===== src/ssef_pkg.sv =====
`timescale 1ns / 1ps
// Shared types and constants for the Sobel sum edge filter.
// No dependencies; imported by ssef_col_cell, ssef_raster_ctl and the filter top.
package ssef_pkg;

   localparam int PIXEL_BITS     = 8;
   localparam int MAX_WIDTH_DEF  = 1024;
   localparam int CFG_BITS       = 11;
   localparam int ROW_BITS       = 11;
   localparam int HEIGHT_LIMIT   = 1024;
   localparam int WIDTH_RESET    = 640;
   localparam int HEIGHT_RESET   = 480;
   localparam int CSR_INDEX_BITS = 4;
   localparam int DIFF_BITS      = 11;

   localparam logic [CSR_INDEX_BITS-1:0] CSR_IMAGE_WIDTH  = CSR_INDEX_BITS'(0);
   localparam logic [CSR_INDEX_BITS-1:0] CSR_IMAGE_HEIGHT = CSR_INDEX_BITS'(1);

   typedef logic [PIXEL_BITS-1:0] pix_type;

   typedef struct packed {
      pix_type top;
      pix_type mid;
      pix_type bot;
   } col_type;

   typedef struct packed {
      pix_type upper;
      pix_type middle;
   } line_type;

   typedef struct packed {
      logic c0;
      logic pix_ok;
      logic up_ok;
      logic mid_ok;
      logic valid;
      logic last;
   } pos_type;

endpackage


===== src/ssef_col_cell.sv =====
`timescale 1ns / 1ps
// One window column cell: holds three pixels, loads its neighbor's column.
// Depends on ssef_pkg.
module ssef_col_cell
   import ssef_pkg::*;
(
   input  logic    clock,
   input  logic    reset,
   input  logic    advance,
   input  logic    zero_load,
   input  col_type col_in,
   output col_type col_out
);

   col_type col_ff;
   col_type col_nx_in;

   always_comb begin
      col_nx_in = col_ff;
      if (advance) begin
         col_nx_in = zero_load ? '0 : col_in;
      end
   end

   always_ff @(posedge clock) begin
      if (reset) begin
         col_ff <= '0;
      end else begin
         col_ff <= col_nx_in;
      end
   end

   assign col_out = col_ff;

endmodule


===== config.mk =====
export PLATFORM = sky130hd
export DESIGN_NAME = ssef_col_cell
export DESIGN_NICKNAME = d
export VERILOG_FILES = /design/src/ssef_pkg.sv /design/src/ssef_col_cell.sv
export SDC_FILE = /design/constraint.sdc
export NUM_CORES = 1
export LEC_CHECK = 0
export BUFFER_PORTS_ARGS = -buffer_cell sky130_fd_sc_hd__buf_4
export CAP_MARGIN = 10
export CELL_PAD_IN_SITES_DETAIL_PLACEMENT = 1
export CELL_PAD_IN_SITES_GLOBAL_PLACEMENT = 1
export CORE_ASPECT_RATIO = 1.5
export CORE_MARGIN = 3
export CORE_UTILIZATION = 33
export DETAILED_ROUTE_END_ITERATION = 6
export PLACE_DENSITY_LB_ADDON = 0.08
export SLEW_MARGIN = 20
export SYNTH_ARGS = -nofsm -noshare
export SYNTH_HDL_FRONTEND = slang
export SYNTH_SLANG_ARGS = --single-unit

===== constraint.sdc =====
create_clock -name clock -period 1.5 [get_ports clock]
set_input_delay 0.3 -clock clock [delete_from_list [all_inputs] [get_ports clock]]
set_output_delay 0.3 -clock clock [all_outputs]
set_load 0.02 [all_outputs]

==> run_results.csv <==
group,metric,value,unit
routing,num_vias,886,
clock_tree,cts_buffers,3,
routing,routed_wl,2619,um
timing,slew_viol_final,0,
pwr,powerDensity,1004,nW/um2
routing,drtIter0Drc,15,
synth,ys_ff_latch,24,
global_route,grt_pass1_vias,892,
global_route,grt_max_degree,49,
cells_and_area,area.growth.synth_to_final,43.72,%
clock_tree,clk_latency,260,ps
timing,tightest_slew,392.8,ps
synth,syn_area_per_cell,9.485,um2
setup_path,r2r_start,"col_out[11]",
timing,hold_viol,0,
setup_path,cp_cell_sequence,"buf_4",
status,outcome,"complete, no violations",
pwr,intPower,0.001126,W
cells_and_area,nNetsFinal,180,
clock_tree,cts_tree,"yes",
setup_path,slowest_delay,360,ps
pwr,leakagePower,0.5844,nW
setup_path,worst-path-buf-inv,1,
setup_path,crit_fanout,2,
die,die_width,50.86,um
global_route,grt_usage,0.1442,
clock_tree,postCtsSetupBuffers,0,
timing,setup_violations,0,
setup_path,critical_path.top_delay_family,"flip-flops",
cells_and_area,drive_above_1_share,0.3642,
synth,synthDistinctLibCells,8,
cells_and_area,stdcell_area,1431,um2
routing,ant_nets,0,
routing,wl_per_cell,13.93,um
synth,syn_area,996.0,um2
clock_tree,clockRootBuffer,"clkbuf_8",
cells_and_area,n_fill_cell,348,
setup_path,r2r_slack,880,ps
hold_path,hold_depth,3,
timing,fmax,0.9340,GHz
hold_path,min_to,"col_out[7]",
cells_and_area,diodes,0,
die,core_area,2791,um2
synth,syn_nets,133,
clock_tree,htreeDepth,1,
setup_path,crit_path_top_delay_cell,"dfxtp_1",
placed_design,place.port_buffers,51,
timing,relSlewSlack,0.7382,
global_route,globalRouteOverflowTotal,0,
clock_tree,clock_sink_count,24,
placed_design,dp_hpwl,1799,um
setup_path,required,1200,ps
placed_design,gp_congestion,0.5950,
cells_and_area,multi_input_area,450.4,um2
pwr,peakVddDrop,0.5561,mV
setup_path,cp-end-kind,"primary output",
pwr,seqPwrFrac,0.469,
die,die_area,3727,um2
timing,layout_worst_path_cycle_share,0.7137,
clock_tree,cts_buffer_depth,2,
global_route,grt_pass1_wl,4105,um
hold_path,hold_path_class,"in2reg",
setup_path,critPathKind,"reg2out",
timing,fin_skew,0,ps
clock_tree,holdBufCountCts,0,
placed_design,placed_cell_area,1360,um2
timing,min_period,1071,ps
synth,syn_inst,105,
clock_tree,clk_pin_slew,80,ps
pwr,comb_power_share,0.143,
timing,setup_tns,0,ps
die,row_count,23,
clock_tree,ctsResizeCount,0,
placed_design,place_ws,473.8,ps
cells_and_area,largest_register_ffs,24,
cells_and_area,register_area,480.5,um2
setup_path,rr_worst_depth,2,
die,die_h,73.29,um
pwr,switchingPower,0.0003110,W
routing,drt_pass1_iterations,4,
timing,finalWorstSetupSlack,429.4,ps
synth,ys_seq_area_frac,0.4824,
hold_path,hp-start,"col_in[7]",
global_route,antenna_found_initial,0,
routing,via_per_inst,4.713,
setup_path,crit-reg2reg-capture,"col_out[11]",
die,ios,52,
pwr,clkPwrFrac,0.388,
setup_path,critPathLaunchType,"flip-flop",
setup_path,arrival,770,ps
synth,ys_warn_count,0,
flow_run,maxCapViolCount,0,
die,start_util,0.3568,
timing,grt_setup_unrepaired,"false",
pwr,switching_share,0.2164,
routing,drc,0,
timing,hold_slack,307.2,ps
==> area by class of cell <==
class | count | share of cell area
clock buffer | 3 | 0.02885
clock inverter | 1 | 0.02098
multi-input combinational | 72 | 0.3147
sequential | 24 | 0.3357
tap | 37 | 0.03234
timing repair buffer | 51 | 0.2675
==> synth_stat cells <==
master / n / area share
a21oi_1: 24 / 0.12
dfxtp_1: 24 / 0.48
nand2b_1: 24 / 0.15
nand3b_1: 24 / 0.18
clkbuf_1: 5 / 0.019
buf_8: 2 / 0.030
buf_2: 1 / 0.0050
buf_6: 1 / 0.011
==> through the flow <==
stage / power [W] / instances / utilization
finish: 0.001437 / 188 / 0.5128
floorplan: 0.0007983 / 105 / -
global route: 0.001518 / 188 / 0.5128
detailed placement: 0.0008968 / 184 / 0.4872
CTS: 0.001459 / 188 / 0.5128
global placement: 0.0008903 / 184 / 0.4872
==> layer usage <==
metal / GRT usage / vias up / part of all wire
li1: - / 446 / -
met1: 0.1618 / 410 / 0.42
met2: 0.2573 / 28 / 0.52
met3: 0.02637 / 2 / 0.050
met4: 0.07186 / 0 / 0.0076
met5: 0 / - / 0
==> worst max path at each step <==
stage,from,cells past startpoint,end
global placement,advance,3,col_out[6]
floorplan,advance,4,col_out[0]
global route,col_out[19],1,col_out[19]
detailed placement,advance,3,col_out[14]
finish,col_out[11],1,col_out[11]
CTS,col_out[7],1,col_out[7]
==> logic make-up after synthesis <==
family                 synth area share
buffers and inverters           0.06532
and+or+nand+nor                  0.3317
DFF                              0.4824
AOI/OAI and AO/OA                0.1206
==> layout by cell type (no fill, tap or decap) <==
master / count
a21oi_1: 24
buf_4: 51
bufinv_16: 1
clkbuf_8: 3
dfxtp_1: 24
nand2b_1: 24
nand3b_1: 24
==> power groups by stage <==
stage	sequential, W	clock [W]	combinational, W
global placement	0.000688	0	0.000202
CTS	0.000675	0.000576	0.000208
global route	0.000679	0.000618	0.000221
floorplan	0.000718	0	0.0000804
finish	0.000675	0.000558	0.000205
detailed placement	0.000690	0	0.000206
(Power assumes the default switching activity.)
