File: src/ssef_pkg.sv
`timescale 1ns / 1ps
// Shared types and constants for the Sobel sum edge filter.
// No dependencies; imported by ssef_col_cell, ssef_raster_ctl and the filter top.
package ssef_pkg;

   localparam int PIXEL_BITS     = 8;
   localparam int MAX_WIDTH_DEF  = 1024;
   localparam int CFG_BITS       = 11;
   localparam int ROW_BITS       = 11;
   localparam int HEIGHT_LIMIT   = 1024;
   localparam int WIDTH_RESET    = 640;
   localparam int HEIGHT_RESET   = 480;
   localparam int CSR_INDEX_BITS = 4;
   localparam int DIFF_BITS      = 11;

   localparam logic [CSR_INDEX_BITS-1:0] CSR_IMAGE_WIDTH  = CSR_INDEX_BITS'(0);
   localparam logic [CSR_INDEX_BITS-1:0] CSR_IMAGE_HEIGHT = CSR_INDEX_BITS'(1);

   typedef logic [PIXEL_BITS-1:0] pix_type;

   typedef struct packed {
      pix_type top;
      pix_type mid;
      pix_type bot;
   } col_type;

   typedef struct packed {
      pix_type upper;
      pix_type middle;
   } line_type;

   typedef struct packed {
      logic c0;
      logic pix_ok;
      logic up_ok;
      logic mid_ok;
      logic valid;
      logic last;
   } pos_type;

endpackage

File: src/ssef_raster_ctl.sv
`timescale 1ns / 1ps
// Frame size registers and raster position counters with per-word flags.
// Depends on ssef_pkg.
module ssef_raster_ctl
   import ssef_pkg::*;
#(
   parameter int MaxWidth = MAX_WIDTH_DEF
) (
   input  logic                        clock,
   input  logic                        reset,
   input  logic                        cfg_wr,
   input  logic [CSR_INDEX_BITS-1:0]   cfg_index,
   input  logic [CFG_BITS-1:0]         cfg_data,
   input  logic                        step,
   input  logic                        kind,
   output logic [$clog2(MaxWidth)-1:0] col_addr,
   output pos_type                     pos
);

   localparam int CW = $clog2(MaxWidth);
   localparam int WB = $clog2(MaxWidth + 1);

   logic [CFG_BITS-1:0] width_ff, width_in;
   logic [CFG_BITS-1:0] height_ff, height_in;
   logic [CW-1:0]       col_ff, col_in;
   logic [ROW_BITS-1:0] row_ff, row_in;

   logic [WB-1:0]       eff_w;
   logic [ROW_BITS-1:0] eff_h;
   logic [ROW_BITS-1:0] h_p1;
   logic [CW-1:0]       c_cur;
   logic [ROW_BITS-1:0] r_cur;
   logic [WB-1:0]       c_nx;

   always_comb begin
      if (width_ff == '0) begin
         eff_w = WB'(1);
      end else if (32'(width_ff) > 32'(MaxWidth)) begin
         eff_w = WB'(MaxWidth);
      end else begin
         eff_w = WB'(width_ff);
      end
      if (height_ff == '0) begin
         eff_h = ROW_BITS'(1);
      end else if (32'(height_ff) > 32'(HEIGHT_LIMIT)) begin
         eff_h = ROW_BITS'(HEIGHT_LIMIT);
      end else begin
         eff_h = ROW_BITS'(height_ff);
      end
      h_p1  = eff_h + ROW_BITS'(1);
      c_cur = (WB'(col_ff) >= eff_w) ? '0 : col_ff;
      r_cur = ({1'b0, row_ff} > {1'b0, h_p1}) ? '0 : row_ff;
      c_nx  = WB'(c_cur) + WB'(1);
   end

   always_comb begin
      pos.c0     = (c_cur == '0);
      pos.pix_ok = !kind && (r_cur < eff_h);
      pos.up_ok  = (r_cur >= ROW_BITS'(2));
      pos.mid_ok = (r_cur != '0);
      pos.valid  = pos.c0 ? ((r_cur >= ROW_BITS'(2)) && (r_cur <= h_p1))
                          : ((r_cur != '0) && (r_cur <= eff_h));
      pos.last   = pos.c0 && (r_cur == h_p1);
   end

   assign col_addr = c_cur;

   always_comb begin
      width_in  = width_ff;
      height_in = height_ff;
      col_in    = col_ff;
      row_in    = row_ff;
      if (cfg_wr && (cfg_index == CSR_IMAGE_WIDTH || cfg_index == CSR_IMAGE_HEIGHT)) begin
         if (cfg_index == CSR_IMAGE_WIDTH) begin
            width_in = cfg_data;
         end else begin
            height_in = cfg_data;
         end
         col_in = '0;
         row_in = '0;
      end else if (step) begin
         if (pos.last) begin
            col_in = '0;
            row_in = '0;
         end else if (c_nx >= eff_w) begin
            col_in = '0;
            row_in = r_cur + ROW_BITS'(1);
         end else begin
            col_in = CW'(c_nx);
            row_in = r_cur;
         end
      end
   end

   always_ff @(posedge clock) begin
      if (reset) begin
         width_ff  <= CFG_BITS'(WIDTH_RESET);
         height_ff <= CFG_BITS'(HEIGHT_RESET);
         col_ff    <= '0;
         row_ff    <= '0;
      end else begin
         width_ff  <= width_in;
         height_ff <= height_in;
         col_ff    <= col_in;
         row_ff    <= row_in;
      end
   end

endmodule

File: config.mk
export PLATFORM = sky130hd
export DESIGN_NAME = ssef_raster_ctl
export DESIGN_NICKNAME = d
export VERILOG_FILES = /design/src/ssef_pkg.sv /design/src/ssef_raster_ctl.sv
export SDC_FILE = /design/constraint.sdc
export NUM_CORES = 1
export LEC_CHECK = 0
export ABC_AREA = 1
export CAP_MARGIN = 20
export CORE_UTILIZATION = 65
export CTS_CLUSTER_DIAMETER = 40
export CTS_CLUSTER_SIZE = 20
export DETAILED_ROUTE_END_ITERATION = 12
export DONT_BUFFER_PORTS = 1
export GPL_TIMING_DRIVEN = 0
export PLACE_DENSITY = 0.93
export SLEW_MARGIN = 5
export SYNTH_ARGS = -nofsm -noshare
export SYNTH_HDL_FRONTEND = slang
export SYNTH_SLANG_ARGS = --single-unit
File: constraint.sdc
create_clock -name clock -period 8.1 [get_ports clock]
set_clock_uncertainty 0.1 [all_clocks]
set_input_delay 2.025 -clock clock [delete_from_list [all_inputs] [get_ports clock]]
set_output_delay 2.025 -clock clock [all_outputs]
set_load 0.03 [all_outputs]
==> impl.org, run 1 <==
** Detailed routing
- Remaining DRCs :: 0
- Number of nets with antenna violations after detailed routing :: 0
- The routed design has 10.38 mm of wire.
- Detailed router's first-iteration violation count :: 252
- Dividing the detail-routed wire length by the instance count gives 15.08 microns.
- Total iterations of the first detailed-routing run :: 5
- The routed layout has 4,025 vias.
- Dividing the detail-routed via count by the number of cells gives 5.850.

** Synth
- Measured against the total synthesized area, the mux share comes to 0.
- Synth warn :: 0
- After synthesis, the largest family of logic cells by area is simple AND/OR/NAND/NOR gates.
- The number of nets in the synthesized netlist is 677.
- Of the total synthesized cell area, the portion taken by AND, OR, NAND and NOR gates is 0.3721.
- FF+latch count, synth :: 43
- The average instance in the mapped netlist occupies 6.587 sq um.
- After synthesis, the netlist uses 42 different library cells.
- Sequential cell area fraction in the yosys report :: 0.2160
- The post-synthesis compound-gate area fraction is 0.1234.
- Synthesized-area fraction occupied by xor and xnor cells :: 0.02857
- Share of synthesized cell area in full adder, half adder and majority cells :: 0.1633
- Counting every instance in the synthesized netlist gives 605.
- Post-synthesis instance area :: 0.003985 sq mm

** Global routing
- Global-route wire length before repair :: 17.11 mm
- Entering global routing, the biggest net connects 13 pins.
- The number of antenna violations at the first check in global routing is 0.
- GRT Residual Overflow :: 0
- Global-route total usage across every layer :: 0.3414
- The number of global-route vias before repair was 3,910.

** Clock tree
- Cell at the root of the clock tree :: sky130_fd_sc_hd__clkbuf_8
- Clock insertion delay at the later pin of the skew report :: 300 ps
- CTS resizes :: 0
- Post-CTS timing repair inserted 0 buffers for setup.
- In this run the deepest clock path goes through 2 buffers.
- Hold repair after CTS inserted 0 buffers.
- CTS built an H-tree with a depth of 2.
- Clock tree from TritonCTS :: yes
- Clock-pin slew on the worst setup and hold paths :: 80 ps
- The tree built by TritonCTS fans out to 43 sinks.
- TritonCTS buffer count :: 5

** Finish
- In the layout the commonest cells are sky130_fd_sc_hd__nand2_1, sky130_fd_sc_hd__inv_1, sky130_fd_sc_hd__nor2_1, sky130_fd_sc_hd__ha_1, sky130_fd_sc_hd__nand3_1.
- In the final layout, the share of cells above drive strength 1 is 0.08646.
- Leading cell type in the layout, fill and taps excluded :: sky130_fd_sc_hd__nand2_1
- Nets@finish :: 685
- Summed area of non-filler cells in the final layout :: 0.004174 sq mm
- Number of inserted diodes :: 0
- Compared with the post-synthesis result, the final layout area differs by 4.741%.

** Placement
- Once detailed placement completed, the half-perimeter wirelength came to 8.244 mm.
- Total of buffers placed on input and output ports :: 0
- Post-place setup slack :: 1559 ps
- Instance area after placement :: 0.004086 sq mm
- Routability cong. :: 0.9272

** Critical path
- CP Max Fanout :: 10
- Cell repeated most along the worst path :: sky130_fd_sc_hd__nor2_1
- Arrival time of data at the critical path endpoint :: 4770 ps
- Worst path max stage delay :: 450 ps
- Critical setup path kind :: reg -> out
- Among all stages on the critical path, the largest delay is contributed by sky130_fd_sc_hd__nor2_1.
- STA classifies the critical path endpoint as an output port.
- Endpoint required time on the critical path :: 5980 ps
- Critical path launch point type :: register

** STA
- Derived from the worst setup path, the maximum achievable clock frequency is 145.0 MHz.
- Min Clock Period, post-route :: 6896 ps
- Dividing the final minimum period by the clock period gives 0.8514.
- Setup repair after global routing missed its margin :: false
- For the final routed database, the setup TNS stands at 0 ps.
- Actual transition at the worst max-transition pin :: 821.5 ps
- Number of hold violations in the final report :: 0
- Setup violations remaining at the end of the flow were counted as 0.
- Measured against its own limit, the worst slew margin works out to 0.4503.
- Smallest setup slack after layout :: 1204 ps
- Max-slew violation count :: 0

** Job
- Across the run, the number of max-cap violations was 0.

** Floorplan
- Height of the die :: 80.30 microns
- Die extent in x :: 80.30 microns
- The floorplan has 28 rows.
- Number of I/O pins :: 36
- The initial utilization of the core area, before any placement, comes to 0.6731.
- The die covers 0.006448 sq mm.
- In this run the standard cell core region covers 0.005921 sq mm.

** Power and ir drop
- Reported leakage power :: 2.045 nW
- Highest ir drop seen on vdd :: 81.26 uV
- Power per standard cell area :: 98.39 mW/mm^2

** Worst hold path
- HP Class :: reg -> reg

** Run status
- Outcome :: finished, final reports clean
[critical path, delay by kind of cell (launching register included)]
kind	cells	cell delay, ps
fa+ha+maj	2	540
flops	1	390
simple gates	18	2080
buf+inv	4	470
compound gates	5	1000
[routing by layer]
layer | up-vias | global-route usage | wire length, microns
li1 | 2009 | - | -
met1 | 1837 | 0.3646 | 4128
met2 | 149 | 0.6368 | 5315
met3 | 30 | 0.06023 | 624
met4 | 0 | 0.1732 | 310
met5 | - | 0 | 0
[cell usage after synthesis, drive strengths merged]
master / count / area [sq um]
a211oi: 2 / 15.01
a21boi: 1 / 11.26
a21o: 2 / 15.01
a21oi: 46 / 234.0
a221oi: 1 / 8.760
a22oi: 1 / 7.510
a31o: 1 / 8.760
a31oi: 2 / 12.51
and2: 1 / 6.260
buf: 5 / 43.79
clkbuf: 8 / 30.03
clkinv: 1 / 3.750
dfxtp: 43 / 860.8
ha: 52 / 650.6
inv: 82 / 307.8
nand2: 153 / 640.6
nand3: 54 / 295.3
nand3b: 6 / 48.80
nand4: 12 / 81.33
nor2: 71 / 296.5
nor3: 7 / 45.04
nor4: 8 / 56.30
o211ai: 4 / 30.03
o21ai: 26 / 141.4
o21bai: 1 / 7.510
or2: 2 / 12.51
xnor2: 5 / 43.79
xor2: 8 / 70.07
[power breakdown]
group,switching [mW],internal [mW],total [mW]
combinational,0.0365,0.0164,0.0529
clock,0.0738,0.0670,0.141
sequential,0.00265,0.214,0.217
total,0.113,0.298,0.411
[sequential cells by signal, indices dropped and copies added, names as in the netlist]
signal / count
height_ff: 11
col_ff: 10
row_ff: 11
width_ff: 11
[area by class of cell]
| type | instances | area [sq um] |
|---|---|---|
| multi-input cells | 466 | 2739 |
| fillers | 486 | 1747 |
| flip-flops and latches | 43 | 860.8 |
| inverters | 83 | 311.5 |
| well taps | 75 | 93.84 |
| clock buffers | 6 | 82.58 |
| plain buffers | 13 | 73.82 |
| repair buffers | 1 | 7.507 |
| clock inverters | 1 | 5.005 |
[metrics by stage]
step | instances | util | hold WS, ps | power (mW)
after floorplan | 605 | - | 344.1 | 0.2607
after global placement | 680 | 0.6889 | 356.1 | 0.2699
after detailed placement | 681 | 0.6902 | 360.2 | 0.2734
after CTS | 688 | 0.7050 | 371.2 | 0.4102
after global routing | 688 | 0.7050 | 399.8 | 0.4283
final | 688 | 0.7050 | 370.1 | 0.4107
[cells by family (layout without fill, tap and decap cells)]
| kind of cell | Yosys count | after routing |
|---|---|---|
| AND/OR/NAND/NOR | 314 | 314 |
| buffers and inverters | 96 | 104 |
| AO/OA/AOI/OAI | 87 | 87 |
| adder cells (fa/ha/maj) | 52 | 52 |
| flip-flops | 43 | 43 |
| XOR/XNOR | 13 | 13 |
[final timing paths]
check             slack, ps                       from  depth (start not counted)                      to
hold / removal          370     col_ff[0]$_SDFFE_PP0P_                          2  col_ff[0]$_SDFFE_PP0P_
setup / recovery       1200  height_ff[4]$_SDFFE_PP0P_                         29                  pos[4]
hold reg to reg         370     col_ff[0]$_SDFFE_PP0P_                          2  col_ff[0]$_SDFFE_PP0P_
setup reg to reg       1370   width_ff[4]$_SDFFE_PP0P_                         31  col_ff[6]$_SDFFE_PP0P_
Note: power is estimated with default switching activity, not from simulation.
==> inputs of run 2 (changes only) <==
Settings changed: SLEW_MARGIN 5 to default.
Clock period 8.1 ns to 7.05 ns, I/O delays scaled along.
==> run 2 against run 1 <==
Compared with the run above: routed wire length is 1.5% lower; worst setup slack got worse by 760 ps; first-iteration DRC count is 2.4% lower; sequential power is 15% higher; die area stayed put; cell area increased by 0.18%; register-to-register slack worse by 680 ps; combinational power grew 16%; critical path type unchanged; sequential share of layout area is essentially flat.
==> impl.org, run 2 (same netlist as run 1, synthesis figures left out) <==
** Clock tree
- Number of clock sinks seen by CTS :: 43 (unchanged)
- Hold-fix buffers at CTS :: 0 (unchanged)
- The clock-pin slew on the worst setup and hold paths is 80 ps (about the same).
- The number of levels the H-tree was split into is 2 (unchanged).
- The buffer type at the clock tree root is sky130_fd_sc_hd__clkbuf_8 (unchanged).
- Setup Fix Bufs, Post-CTS :: 0 (unchanged)
- Longest Clk Path Bufs :: 2 (unchanged)
- Clock insertion delay at the later pin of the skew report :: 300 ps (about the same)
- CTS resizes :: 0 (unchanged)
- The TritonCTS buffer count is 5 (unchanged).
- Clock tree from TritonCTS :: yes (unchanged)

** Power and ir drop
- The maximum resistive drop on vdd was 94.44 uV (was 81.26 uV).
- Overall Power :: 0.4689 mW (was 0.4107 mW)
- The areal power density over the cells was 112.1 mW/mm^2 (was 98.39 mW/mm^2).
- Reported leakage power :: 2.045 nW (about the same)

** STA
- Timing would allow up to 151.3 MHz.
- The setup violation total in the final timing report came to 0 (unchanged).
- Setup repair after global routing missed its margin: false (unchanged).
- The tightest slew margin relative to the limit was 0.4589 (was 0.4503).
- The worst hold margin is 368.7 ps (was 370.1 ps).
- The total count of max-transition violations in the final report was 0 (unchanged).
- Final critical-path share of the clock period :: 0.9373
- The count of final hold-check violations was 0 (unchanged).
- Min Clock Period, post-route :: 6608 ps
- Final sum of negative setup slack :: 0 ps (unchanged)
- Actual transition at the worst max-transition pin :: 808.7 ps (was 821.5 ps)

** Floorplan
- Floorplan core area :: 0.005921 sq mm (unchanged)
- Standard-cell row count :: 28 (unchanged)
- The die extent in y came to 80.30 microns (unchanged).
- Overall die area :: 0.006448 sq mm (unchanged)
- Number of I/O pins :: 36 (unchanged)
- Initial Util :: 0.6731 (unchanged)
- Die extent in x :: 80.30 microns (unchanged)

** Global routing
- The total routing resource utilization after global routing was 0.3387 (was 0.3414).
- Antenna violations before repair :: 0 (unchanged)
- The met2 global-route usage came to 0.6162 (was 0.6368).
- The peak-usage layer in the global routing report is met2 (unchanged).
- Via count of the first global-routing pass :: 3,924 (was 3,910)
- The pin count of the biggest net entering global routing came to 13 (unchanged).
- The first-pass GRT wire length came to 17.09 mm (was 17.11 mm).
- The routing usage on met1 was 0.3754 (was 0.3646).
- The met3 usage is 0.06364 (was 0.06023).
- GRT Residual Overflow :: 0 (unchanged)

** Detailed routing
- The DRC violation count after routing was 0 (unchanged).
- Wire per inst :: 14.86 microns (was 15.08 microns)
- Number of nets with antenna violations after detailed routing :: 0 (unchanged)
- The final routed wirelength across all metal layers came to 10.22 mm (was 10.38 mm).
- The via count of the routed design came to 3,982 (was 4,025).
- The number of design-rule violations left by the first detailed-router iteration came to 246 (was 252).
- Total iterations of the first detailed-routing run :: 7 (was 5)
- The detail-routed via count per cell came to 5.788 (was 5.850).

** Critical path
- The startpoint of the most critical setup path is height_ff[4]$_SDFFE_PP0P_ (unchanged).
- The cell with the most instances on the worst path is sky130_fd_sc_hd__nor2_1 (unchanged).
- The critical path data arrival time is 4750 ps (was 4770 ps).
- The internal reg-to-reg setup slack was 690 ps (was 1370 ps).
- The maximum fanout count along the critical path is 10 (unchanged).
- Slowest stage cell, crit path :: sky130_fd_sc_hd__nor2_1 (unchanged)
- Critical R2R Capture :: row_ff[8]$_SDFFE_PP0P_ (was col_ff[6]$_SDFFE_PP0P_)
- Critical path launch point type :: register (unchanged)
- Startpoint of the most critical register-to-register path :: width_ff[4]$_SDFFE_PP0P_ (unchanged)
- The worst setup path category is reg -> out (unchanged).
- Worst path max stage delay :: 440 ps (was 450 ps)
- Endpoint required time on the critical path :: 5190 ps (was 5980 ps)
- Reg2reg path depth :: 34 (was 31)
- Endpoint type of the worst setup path :: output port (unchanged)

** Worst hold path
- Min-Delay Path Depth :: 2 (unchanged)
- The worst min-delay path category was reg -> reg (unchanged).
- Capture endpoint of the worst hold path :: col_ff[0]$_SDFFE_PP0P_ (unchanged)
- Hold path start :: col_ff[0]$_SDFFE_PP0P_ (unchanged)

** Finish
- The area added between synthesis and finish is 4.929% (was 4.741%).
- Nets@finish :: 685 (unchanged)
- Summed area of non-filler cells in the final layout :: 0.004182 sq mm (was 0.004174 sq mm)
- The proportion of layout cells with a drive suffix above 1 was 0.09135 (was 0.08646).
- Registers with the most flip-flops :: height_ff (11), row_ff (11), width_ff (11) (unchanged)
- Number of inserted diodes :: 0 (unchanged)
- The final design utilization came to 0.7063 (was 0.7050).
- Most used cells in the layout excluding fill and tap cells :: sky130_fd_sc_hd__nand2_1, sky130_fd_sc_hd__inv_1, sky130_fd_sc_hd__nor2_1, sky130_fd_sc_hd__ha_1, sky130_fd_sc_hd__nand3_1 (unchanged)
- Leading cell type in the layout, fill and taps excluded :: sky130_fd_sc_hd__nand2_1 (unchanged)

** Placement
- Instance area after placement :: 0.004086 sq mm (unchanged)
- Detail Placement HPWL :: 8.233 mm (was 8.244 mm)
- The count of input and output buffers is 0 (unchanged).
- Routability cong. :: 0.9272 (unchanged)

** Run status
- Outcome: finished, final reports clean (unchanged).

** Job
- The number of maximum-capacitance violations was 0 (unchanged).
## run 2: worst max-delay path: cells and delay by family (launching register included)
kind	cells	cell delay (ps)
AOI/OAI and AO/OA	5	1030
adders and majority gates	2	540
buffers and inverters	4	460
DFF	1	380
and+or+nand+nor	18	2020
## run 2: cell type report
class	instances	area, sq um
clock inverter	1	5.005
fill	490	1739
clock buffer	6	82.58
multi-input combinational	466	2746
inverter	83	311.5
timing repair buffer	1	7.507
sequential	43	860.8
buffer	13	73.82
tap	75	93.84
## run 2: where the power goes
| group | internal, mW | switching (mW) |
|---|---|---|
| clock | 0.0769 | 0.0815 |
| combinational | 0.0191 | 0.0421 |
| sequential | 0.246 | 0.00304 |
| total | 0.342 | 0.127 |
## run 2: layer usage
metal	part of all wire	wire, microns
met5	0	0
met2	0.50	5086
met4	0.031	322
met1	0.42	4247
met3	0.055	566
## run 2: per-stage QoR
stage,worst slack (ps),std cells
floorplan,1134,605
global placement,420.6,680
detailed placement,544.2,681
CTS,492.7,688
global route,41.70,688
finish,442.2,688
## run 2: worst max-delay path by stage
stage                                   to  cells past startpoint
finish                              pos[4]                     29
CTS                                 pos[4]                     29
detailed placement  col_ff[0]$_SDFFE_PP0P_                     31
global placement                    pos[0]                     20
floorplan                           pos[0]                     18
global route        row_ff[9]$_SDFFE_PP0P_                     34
